===== config.mk =====
export PLATFORM = sky130hd
export DESIGN_NAME = qtsh_front
export DESIGN_NICKNAME = d
export VERILOG_FILES = /design/src/rtl/qtsh_pkg.sv /design/src/rtl/qtsh_front.sv
export SDC_FILE = /design/constraint.sdc
export NUM_CORES = 1
export LEC_CHECK = 0
export BUFFER_PORTS_ARGS = -buffer_cell sky130_fd_sc_hd__buf_2
export CAP_MARGIN = 20
export CORE_ASPECT_RATIO = 1.75
export CORE_UTILIZATION = 47
export DETAILED_ROUTE_END_ITERATION = 8
export GPL_TIMING_DRIVEN = 0
export HOLD_SLACK_MARGIN = 0.03
export PLACE_DENSITY = 0.73
export SLEW_MARGIN = 15
export SYNTH_ARGS = -nofsm -noshare
export SYNTH_HDL_FRONTEND = slang
export SYNTH_SLANG_ARGS = --single-unit
export TNS_END_PERCENT = 1

===== constraint.sdc =====
create_clock -name clk_i -period 8.1 [get_ports clk_i]
set_input_delay 1.62 -clock clk_i [delete_from_list [all_inputs] [get_ports clk_i]]
set_output_delay 1.62 -clock clk_i [all_outputs]
set_load 0.02 [all_outputs]

===== src/rtl/qtsh_pkg.sv =====
// ----------------------------------------------------------------------------
// qtsh_pkg
// Shared types, codes and helpers of the nonclassical force unit.
// ----------------------------------------------------------------------------
package qtsh_pkg;

  // request kinds as they travel from the front to the back
  typedef enum logic [2:0] {
    CMD_LD_H    = 3'd0,
    CMD_LD_C    = 3'd1,
    CMD_LD_G    = 3'd2,
    CMD_LD_A    = 3'd3,
    CMD_COMPUTE = 3'd4
  } cmd_e;

  // configuration register indexes
  typedef enum logic [1:0] {
    CFG_MODE   = 2'd0,
    CFG_STATES = 2'd1,
    CFG_DOFS   = 2'd2
  } cfg_idx_e;

  typedef struct packed {
    cmd_e               kind;
    logic [3:0]         dof;
    logic [2:0]         row;
    logic [2:0]         col;
    logic signed [31:0] vr;
    logic signed [31:0] vi;
  } cmd_t;

  typedef struct packed {
    logic       mode;
    logic [3:0] states;
    logic [4:0] dofs;
  } cfg_t;

  function automatic logic signed [31:0] sat32(input logic signed [63:0] x);
    logic signed [31:0] r;
    if (x > 64'sd2147483647) r = 32'sh7FFFFFFF;
    else if (x < -64'sd2147483648) r = 32'sh80000000;
    else r = x[31:0];
    return r;
  endfunction

  function automatic logic signed [32:0] ext33(input logic signed [31:0] v);
    logic signed [32:0] r;
    r = {v[31], v};
    return r;
  endfunction

endpackage


===== src/rtl/qtsh_front.sv =====
// ----------------------------------------------------------------------------
// qtsh_front
// Takes request beats, drops unknown kinds and out-of-range loads, and keeps
// the rest in a two-entry queue for the back end.
// ----------------------------------------------------------------------------
module qtsh_front #(
  parameter int MAX_STATES = 8,
  parameter int MAX_DOFS   = 16
) (
  input  logic               clk_i,
  input  logic               rst_ni,
  input  logic               in_valid_i,
  output logic               in_ready_o,
  input  logic [2:0]         req_type_i,
  input  logic [3:0]         dof_i,
  input  logic [2:0]         row_i,
  input  logic [2:0]         col_i,
  input  logic signed [31:0] vr_i,
  input  logic signed [31:0] vi_i,
  output logic               cmd_valid_o,
  output qtsh_pkg::cmd_t     cmd_o,
  input  logic               cmd_pop_i
);

  logic           keep;
  logic           row_ok, col_ok, dof_ok;
  logic           push;
  logic [1:0]     cnt_q;
  logic           wr_q, rd_q;
  qtsh_pkg::cmd_t fifo_q [2];
  qtsh_pkg::cmd_t cmd_c;

  assign row_ok = int'(row_i) < MAX_STATES;
  assign col_ok = int'(col_i) < MAX_STATES;
  assign dof_ok = int'(dof_i) < MAX_DOFS;

  always_comb begin
    keep = 1'b0;
    unique case (req_type_i) inside
      qtsh_pkg::CMD_LD_H:                     keep = row_ok && col_ok;
      qtsh_pkg::CMD_LD_C, qtsh_pkg::CMD_LD_G: keep = row_ok && col_ok && dof_ok;
      qtsh_pkg::CMD_LD_A:                     keep = row_ok;
      qtsh_pkg::CMD_COMPUTE:                  keep = 1'b1;
      default:                                keep = 1'b0;
    endcase
    cmd_c.kind = qtsh_pkg::cmd_e'(req_type_i);
    cmd_c.dof  = dof_i;
    cmd_c.row  = row_i;
    cmd_c.col  = col_i;
    cmd_c.vr   = vr_i;
    cmd_c.vi   = vi_i;
  end

  assign in_ready_o  = cnt_q != 2'd2;
  assign push        = in_valid_i && in_ready_o && keep;
  assign cmd_valid_o = cnt_q != 2'd0;
  assign cmd_o       = fifo_q[rd_q];

  always_ff @(posedge clk_i or negedge rst_ni) begin
    if (!rst_ni) begin
      cnt_q <= 2'd0;
      wr_q  <= 1'b0;
      rd_q  <= 1'b0;
    end else begin
      if (push) wr_q <= !wr_q;
      if (cmd_pop_i) rd_q <= !rd_q;
      if (push && !cmd_pop_i) cnt_q <= cnt_q + 2'd1;
      else if (!push && cmd_pop_i) cnt_q <= cnt_q - 2'd1;
    end
  end

  always_ff @(posedge clk_i) begin
    if (push) fifo_q[wr_q] <= cmd_c;
  end

endmodule


Yosys cells after proc, flatten, opt, wreduce, memory -nomap -nowiden:

Memory sizes are Yosys's and may differ from the RTL's.
Index checks and enable logic that the tools add are counted.

* register bits: 4
* RAM bits: 154
* output and inout bits: 79
* memories kept: 1

Memories
* fifo_q: depth 2, width 77, rd ports 1, clocked after Yosys merged registers in 0, wr ports 1, line qtsh_front.sv:30 `qtsh_pkg::cmd_t fifo_q [2];`

* add/subtract/negate cells: 2
* equality and inequality tests: 5
* muxes and demuxes: 5
* reduce and logical (&&, ||, !) cells: 12

Operators by type and width (number)
* 3-bit by 2-bit == test with 1-bit output (second input constant): 2
* 5-bit OR reduction: 1
* 1-bit logical AND: 4
* 1-bit zero test: 4
* 2-bit 2-to-1 mux: 2
* 2-bit nonzero test: 2
* 3-bit by 1-bit == test with 1-bit output (second input constant): 1
* 3-bit == test (second input constant): 1
* 3-bit zero test: 1
* 1-bit 2-to-1 mux: 3
* 2-bit by 1-bit adder with 2-bit output (second input constant): 1
* 2-bit inequality test (second input constant): 1
* 2-bit by 1-bit subtractor with 2-bit output (second input constant): 1

Logic depth before layout (Yosys ltp):

Gate-level depths: netlist of the first run.

* word-level depth: 8
* mapped depth: 7
* gate-level depth less buffers: 7

Worst setup path before layout of the first run:

Ideal clock, no wire load.

* path kind: input to register
* start: in req_type_i[1]
* end: mem fifo_q[0][0] in the netlist's numbering, enable pin
* setup time: 0.513 ns
* data arrival time: 5.166 ns
* required time: 7.587 ns
* setup slack: 2.421 ns
* stages on the path: 3
* buffers on the path: 0
* path through: o21ai_0 > nand3_1 > nor2_1

* word-level cells in the longest chain between the ends: 6
* elaborated cells on any way between the ends: 10
* classes of those cells: 4 x eq/ne; 3 x mux; 3 x reduce/logical

Ends and longest elaborated chain
* from (decl): line qtsh_front.sv:14 `input logic [2:0] req_type_i,`
* 3-bit by 1-bit == test with 1-bit output (no line) (tied with other cells)
* 5-bit OR reduction (no line) *
* 1-bit 2-to-1 mux *: line qtsh_front.sv:39 `unique case (req_type_i) inside`
* 1-bit logical AND *: line qtsh_front.sv:55 `assign push = in_valid_i && in_ready_o && keep;`
* 1-bit 2-to-1 mux *: line qtsh_front.sv:73 `if (push) fifo_q[wr_q] <= cmd_c;`
* 1-bit 2-to-1 mux (not written as such) *: line qtsh_front.sv:73
* to (decl): line qtsh_front.sv:30

Every way passes the cells marked *; elsewhere a longest branch is shown, timed or not.

==> flow_results.org, run 1 <==
** Outcome
- Result of the run :: completed

** Cells and area
- Most used cells in the layout excluding fill and tap cells :: sky130_fd_sc_hd__buf_2 (164), sky130_fd_sc_hd__edfxtp_1 (154), sky130_fd_sc_hd__mux2_2 (57)
- Utilization after layout :: 62.2%
- Leaving out fill and tap cells, the most frequent cell in the layout is sky130_fd_sc_hd__buf_2.
- 0 antenna diodes ended up in the layout.
- The area growth from synthesis to layout is 28.7%.
- Ratio of cells with drive above 1 in the final layout :: 61.6%
- Nets :: 524

** Floorplanning
- Die Outline Area :: 12900 um^2
- During I/O placement, the number of pins put on the boundary was 160.
- CORE AREA :: 12100 um^2
- Measured along the x axis, the die boundary spans 86.3 um.
- After floorplanning, the core was divided into 53 placement rows.
- The die is 149 um tall.
- The initial utilization of the core area, before any placement, comes to 48.4%.

** Timing
- Number of pins with negative max-slew slack in the final report :: 0
- Dividing the final minimum period by the clock period gives 41.0%.
- Measured slew at the worst slew-check pin :: 775 ps
- Post-Route Skew :: 6.26 ps
- Relative slew slack :: 48.2%
- Final hold vios :: 0
- Unrepaired setup endpoints after global routing :: false
- Total Negative Setup Slacks :: 0 ps
- For the finished layout, the period the worst path requires is 3320 ps.
- Derived from the worst setup path, the maximum achievable clock frequency is 301 MHz.
- Setup violations remaining at the end of the flow were counted as 0.

** Power and ir drop
- Net switching is 30.0% of the power.
- Power per cell area :: 358 nW/um^2
- In this run, the clock network consumes 28.8% of the power.
- VDD sags by at most 305 uV.
- Per report_power, the sequential group accounts for 40.1% of the total.
- Internal power :: 1.88 mW
- Switching component of the power :: 0.806 mW
- Gate power share :: 31.1%
- Static Leakage :: 2.88 nW

** Drt
- Vias :: 2962
- After detailed routing, the number of remaining DRC violations is 0.
- After the first detailed-routing iteration, the DRC count stood at 106.
- Vias per cell :: 4.79
- Once detail routing completed, the nets flagged for antenna violations numbered 0.
- Dividing the detail-routed wire length by the instance count gives 16.5 um.
- After detailed routing, the total wire length is 10200 um.
- Pre-antenna DRT Iters :: 4

** Setup path
- Worst Setup End Kind :: output port
- The slowest stage of the critical path belongs to the cell sky130_fd_sc_hd__dfrtp_1.
- Maximum fanout encountered on the critical timing path :: 10
- STA classifies the critical path startpoint as a flop.
- Data on the critical path is required at its endpoint by 6480 ps.
- Together, buffers and inverters on the worst path number 4.
- Worst setup path class :: flop to output port
- Gate family responsible for the most delay along the worst path :: buffers and inverters
- Worst path cell trace :: buf_6 > buf_6 > buf_6 > mux2_4 > buf_2
- Most used cell along the critical path :: sky130_fd_sc_hd__buf_6
- Crit path DAT :: 1700 ps
- Slowest Stage Delay on Critical Path :: 340 ps

** Job
- Count of max-cap constraint violations :: 0

** GRT
- Pin count of the biggest net entering global routing :: 29
- The first global-routing pass estimated 15300 um of wire.
- The number of antenna violations at the first check in global routing is 1.
- Total congestion overflow :: 0
- Gr usage total :: 16.3%
- Number of global-route vias before repair :: 3193

** Clock network
- Root buffer cell :: sky130_fd_sc_hd__clkbuf_16
- Clock insertion delay at the later pin of the skew report :: 410 ps
- After clock tree synthesis, the clock-pin slew on the worst setup and hold paths is 60 ps.
- Number of levels the H-tree was split into :: 4
- Number of buffers inserted by hold repair at cts :: 0
- CTS-repair resized insts :: 0
- Buffers inserted by post-CTS timing repair :: 0
- In this run, CTS created clock tree buffers numbering 17.
- Clock tree synthesis found a total of 158 sinks.
- TritonCTS built the clock tree.
- Clk buf depth :: 2

** Logic synthesis
- Sequential fraction of the synthesis area :: 80.9%
- During synthesis, Yosys emitted a total of 0 warnings.
- The mapped netlist covers 5840 um^2.
- Counting every net in the synthesized netlist gives 342.
- Post-synthesis average cell area :: 22.5 um^2
- The number of different library cells used by synthesis comes to 15.
- Number of standard cells after synthesis :: 260
- Number of synthesized register bits :: 158

** Placement
- Routability-driven placement finished with a final weighted congestion of 0.731.
- The wire-length estimate of the detail-placed layout is 7080 um.
- The count of buffers added on input and output ports is 159.

** Worst hold path
- Hold Path Class :: flop to flop
==> kinds of logic (layout without fill, tap and decap cells) <==
kind of cell	Yosys count	after routing	synth area share (%)
xor+xnor	5	5	0.750
simple gates	6	6	0.493
compound gates	1	1	0.0856
flops	158	158	80.9
buf+inv	12	205	1.39
mux	77	77	16.1
fa+ha+maj	1	1	0.214
==> metrics by stage <==
step           power, mW  cells  setup slack, ps  instance area (um^2)  hold WS (ps)
2_1_floorplan       1.69    260             2420                  5840           457
3_3_place_gp        1.93    584              642                  6840           476
3_5_place_dp        1.95    588             4610                  6940           487
4_1_cts             2.72    618             4740                  7510           498
5_1_grt             2.80    618             4700                  7510           524
6_report            2.69    618             4780                  7510           494
==> metal layers <==
metal  wire length, um  up-vias  GRT usage (%)
met5                 8        -              0
met3               563       21           4.80
met1              3620     1452           16.0
li1                  -     1388              -
met4               238        2           8.83
met2              5750       99           30.1
==> synthesized netlist by cell type (all sizes together) <==
cell / number / area, um^2
mux2: 77 / 942
xnor2: 2 / 17.5
nand3: 1 / 5.00
dfrtp: 4 / 100
ha: 1 / 12.5
inv: 3 / 11.3
buf: 9 / 70.1
edfxtp: 154 / 4620
or2: 1 / 6.26
xor2: 3 / 26.3
o21ai: 1 / 5.00
nor2: 3 / 11.3
nand2b: 1 / 6.26
==> area by class of cell <==
cell class	instances	area (um^2)
repair buffers	163	876
multi-input cells	90	1050
fillers	933	4560
well taps	165	206
clock buffers	18	429
plain buffers	9	70.1
clock inverters	12	148
inverters	3	11.3
flip-flops and latches	158	4720
==> path summary, 6_finish.rpt <==
path,from,end,slack [ps],cells past startpoint
min reg2reg,cnt_q[1],cnt_q[1],490,1
min,cnt_q[1],cnt_q[1],490,1
max,rd_q,cmd_o[60],4780,5
max reg2reg,cnt_q[0],fifo_q[0][8],5980,4
max in group asynchronous,rst_ni,cnt_q[1],6970,1
min in group asynchronous,rst_ni,rd_q,1010,1
==> power by group through the flow <==
stage	clock network [mW]	registers (mW)	logic, mW
3_3_place_gp	0	1.11	0.815
5_1_grt	0.820	1.09	0.892
4_1_cts	0.790	1.08	0.854
3_5_place_dp	0	1.10	0.852
6_report	0.773	1.08	0.838
2_1_floorplan	0	1.10	0.589
==> state kept, by name, summed over array words and instances, names as in the netlist <==
register  cells
fifo_q      154
wr_q          1
cnt_q         2
rd_q          1
(Power assumes the default switching activity.)
==> inputs of run 2 (changes only) <==
- PLACE_DENSITY: 0.73 -> 0.76
- clock period: 8.1 -> 2.9 ns (I/O delays scaled with it)
==> flow_results.org, run 2 (synthesis gave the netlist of run 1 again) <==
** Outcome
- Result of the run :: completed

** Cells and area
- The flip-flop count of the largest register, all copies and words added is 154 (unchanged).
- Final instance count without filler cells :: 625 (+1.1%)
- The top cell types in the final layout, fill and taps aside, are sky130_fd_sc_hd__buf_2 (164), sky130_fd_sc_hd__edfxtp_1 (154), sky130_fd_sc_hd__mux2_2 (57).
- Ratio of cells with drive above 1 in the final layout :: 62.2% (+0.64 points)
- Top Registers :: fifo_q x154, cnt_q x2
- The layout net count is 527 (+0.57%).
- Most frequent standard cell in the layout excluding fill and tap cells :: sky130_fd_sc_hd__buf_2
- Ranked by flip-flop count, first place goes to fifo_q.
- Relative area change from synthesis to final layout :: 30.6%

** Timing
- Final hold vios :: 0 (unchanged)
- Hold_ws :: 354 ps (-140 ps)
- Number of pins with negative max-slew slack in the final report :: 0 (unchanged)
- The actual transition at the worst max-transition pin is 564 ps (-210 ps).
- Maximum achievable frequency :: 436 MHz
- The total setup violations reported at the end of the flow was 0 (unchanged).
- Setup repair after global routing left no endpoint under its margin.
- Counting I/O delays and the setup requirement, the final critical path takes 2290 ps.
- Relative slew slack :: 62.3% (+14 points)
- Of the available clock period, the critical path in the final layout requires 79.1%.
- The summed negative setup slack over all endpoints came to 0 ps (unchanged).
- The worst clock skew was 13.8 ps (+7.51 ps).

** Drt
- Detailed-route wire length :: 10900 um (+6.9%)
- Per-cell routed wire length :: 17.4 um (+5.7%)
- The detailed-routing iteration count for the pre-antenna-repair pass was 4 (unchanged).
- Vias :: 2995 (+1.1%)
- The number of nets with antenna violations after routing is 0 (unchanged).
- Vias per cell :: 4.79 (about the same)
- The count of routing violations after the opening detailed-route iteration came to 99 (-6.6%).
- The post-route DRC violation count came to 0 (unchanged).

** Setup path
- Buf+Inv Stages, Crit Path :: 4 (unchanged)
- Counting stages on the worst path, the most repeated cell is sky130_fd_sc_hd__buf_6.
- By startpoint and endpoint, the worst setup path is classified as flop to output port.
- The signal on the critical path passes through buf_6 > buf_6 > buf_6 > mux2_4 > buf_2.
- Crit path required time :: 2320 ps (-4160 ps)
- STA classifies the critical path startpoint as a flop.
- Among all stages on the critical path, the largest delay is contributed by sky130_fd_sc_hd__dfrtp_1.
- Slowest Stage Delay on Critical Path :: 340 ps (about the same)
- Gate family responsible for the most delay along the worst path :: buffers and inverters
- Maximum fanout encountered on the critical timing path :: 10 (unchanged)
- The data arrival time of the critical path was 1710 ps (about the same).
- Worst Setup End Kind :: output port

** GRT
- Total congestion overflow :: 0 (unchanged)
- The number of antenna violations at the first check in global routing was 2 (+1).
- Global-route wire length before repair :: 15800 um (+3.3%)
- The maximum number of pins on one net before global-route repair came to 25 (-14%).
- The via count of the first global-routing pass came to 3218 (+0.78%).
- The total track usage is 17.1% (+0.72 points).

** Power and ir drop
- Switching component of the power :: 2.40 mW (+200%)
- The switching part of the total power is 31.3% (+1.3 points).
- The share of total power in combinational logic is 31.4% (+0.3 points).
- Clk network pwr share :: 29.2% (+0.4 points)
- Static Leakage :: 2.94 nW (+2.0%)
- The internal power is 5.27 mW (+180%).
- Power per cell area :: 1010 nW/um^2 (+180%)
- Peak supply drop :: 578 uV (+90%)
- Part of the total power dissipated in sequential elements :: 39.3% (-0.8 points)

** Placement
- The final weighted congestion in routability-driven placement came to 0.724 (-0.92%).
- Final HPWL DP :: 7630 um (+7.8%)
- Port bufs :: 159 (unchanged)
- The number of placed instances with taps included was 590 (+0.34%).

** Clock network
- The source-to-sink clock delay at the later pin of the worst-skew pair is 410 ps (about the same).
- The number of clock sinks is 158 (unchanged).
- The clock tree buffer depth was 2 (unchanged).
- Buffers inserted by post-CTS timing repair :: 0 (unchanged)
- Number of levels the H-tree was split into :: 4 (unchanged)
- CTS-repair resized insts :: 0 (unchanged)
- CTS buffer count :: 17 (unchanged)
- Root buffer cell :: sky130_fd_sc_hd__clkbuf_16
- TritonCTS built the clock tree.
- CTS clk-pin slew, worst paths :: 70 ps (about the same)

** Worst hold path
- Hold Path Class :: input pin to flop

** Floorplanning
- CORE AREA :: 12100 um^2 (unchanged)
- The boundary pin count is 160 (unchanged).
- Horizontal die dimension :: 86.3 um (unchanged)
- The count of standard-cell rows was 53 (unchanged).
- The initial cell density of the core was 48.4% (unchanged).
- Die Outline Area :: 12900 um^2 (unchanged)
- The vertical die dimension was 149 um (unchanged).

** Job
- Count of max-cap constraint violations :: 0 (unchanged)
==> run 2: cell count changes in the layout (fill, tap and decap cells not counted), sizes merged <==
cell,previous run,this run
inv,3,12
clkinvlp,3,0
buf,172,174
clkinv,6,4
diode,0,2
bufinv,3,2
clkbuf,18,17
dlygate4sd3,0,1
==> run 2: stage by stage <==
stage	area, um^2	worst slack, ps	power, mW	util (%)
5_1_grt	7620	541	7.95	63.2
6_report	7620	607	7.66	63.2
4_1_cts	7620	568	7.76	63.1
3_3_place_gp	6850	-1670	5.37	56.7
3_5_place_dp	7010	419	5.50	58.0
2_1_floorplan	5840	-471	4.70	-
==> run 2: area by class of cell <==
class | count | area [um^2]
Tap cell | 165 | 206
Sequential cell | 158 | 4720
Buffer | 9 | 70.1
Antenna cell | 2 | 5.00
Timing Repair Buffer | 166 | 956
Fill cell | 914 | 4450
Clock buffer | 17 | 425
Clock inverter | 15 | 176
Inverter | 3 | 11.3
Multi-Input combinational cell | 90 | 1050
==> run 2: worst paths after layout <==
kind | start | to | slack, ps | depth (start not counted)
max reg2reg | cnt_q[0] | fifo_q[0][46] | 730 | 5
max | rd_q | cmd_o[60] | 610 | 5
min reg2reg | cnt_q[1] | cnt_q[1] | 540 | 1
min in group asynchronous | rst_ni | rd_q | 530 | 2
min | vi_i[25] | fifo_q[1][25] | 350 | 1
max in group asynchronous | rst_ni | wr_q | 2250 | 2
==> run 2: what timing repair did <==
item / CTS / global route
endpoints found under the setup margin: 0 / 0
endpoints found under the hold margin: 4 / 0
hold buffers: 1 / 0
==> run 2: power groups by stage <==
stage / registers [mW] / logic (mW) / clock network (mW)
after global placement: 3.08 / 2.29 / 0
after detailed placement: 3.06 / 2.44 / 0
after global routing: 3.04 / 2.54 / 2.36
final: 3.02 / 2.41 / 2.24
after floorplan: 3.05 / 1.65 / 0
after CTS: 3.02 / 2.46 / 2.28
==> run 2: routing by layer <==
| layer | vias up | share of wire [%] | global-route usage [%] |
|---|---|---|---|
| met5 | - | 0 | 0 |
| met4 | 0 | 2.8 | 8.17 |
| met3 | 19 | 4.2 | 5.35 |
| met2 | 102 | 59 | 32.7 |
| met1 | 1475 | 34 | 15.7 |
| li1 | 1399 | - | - |
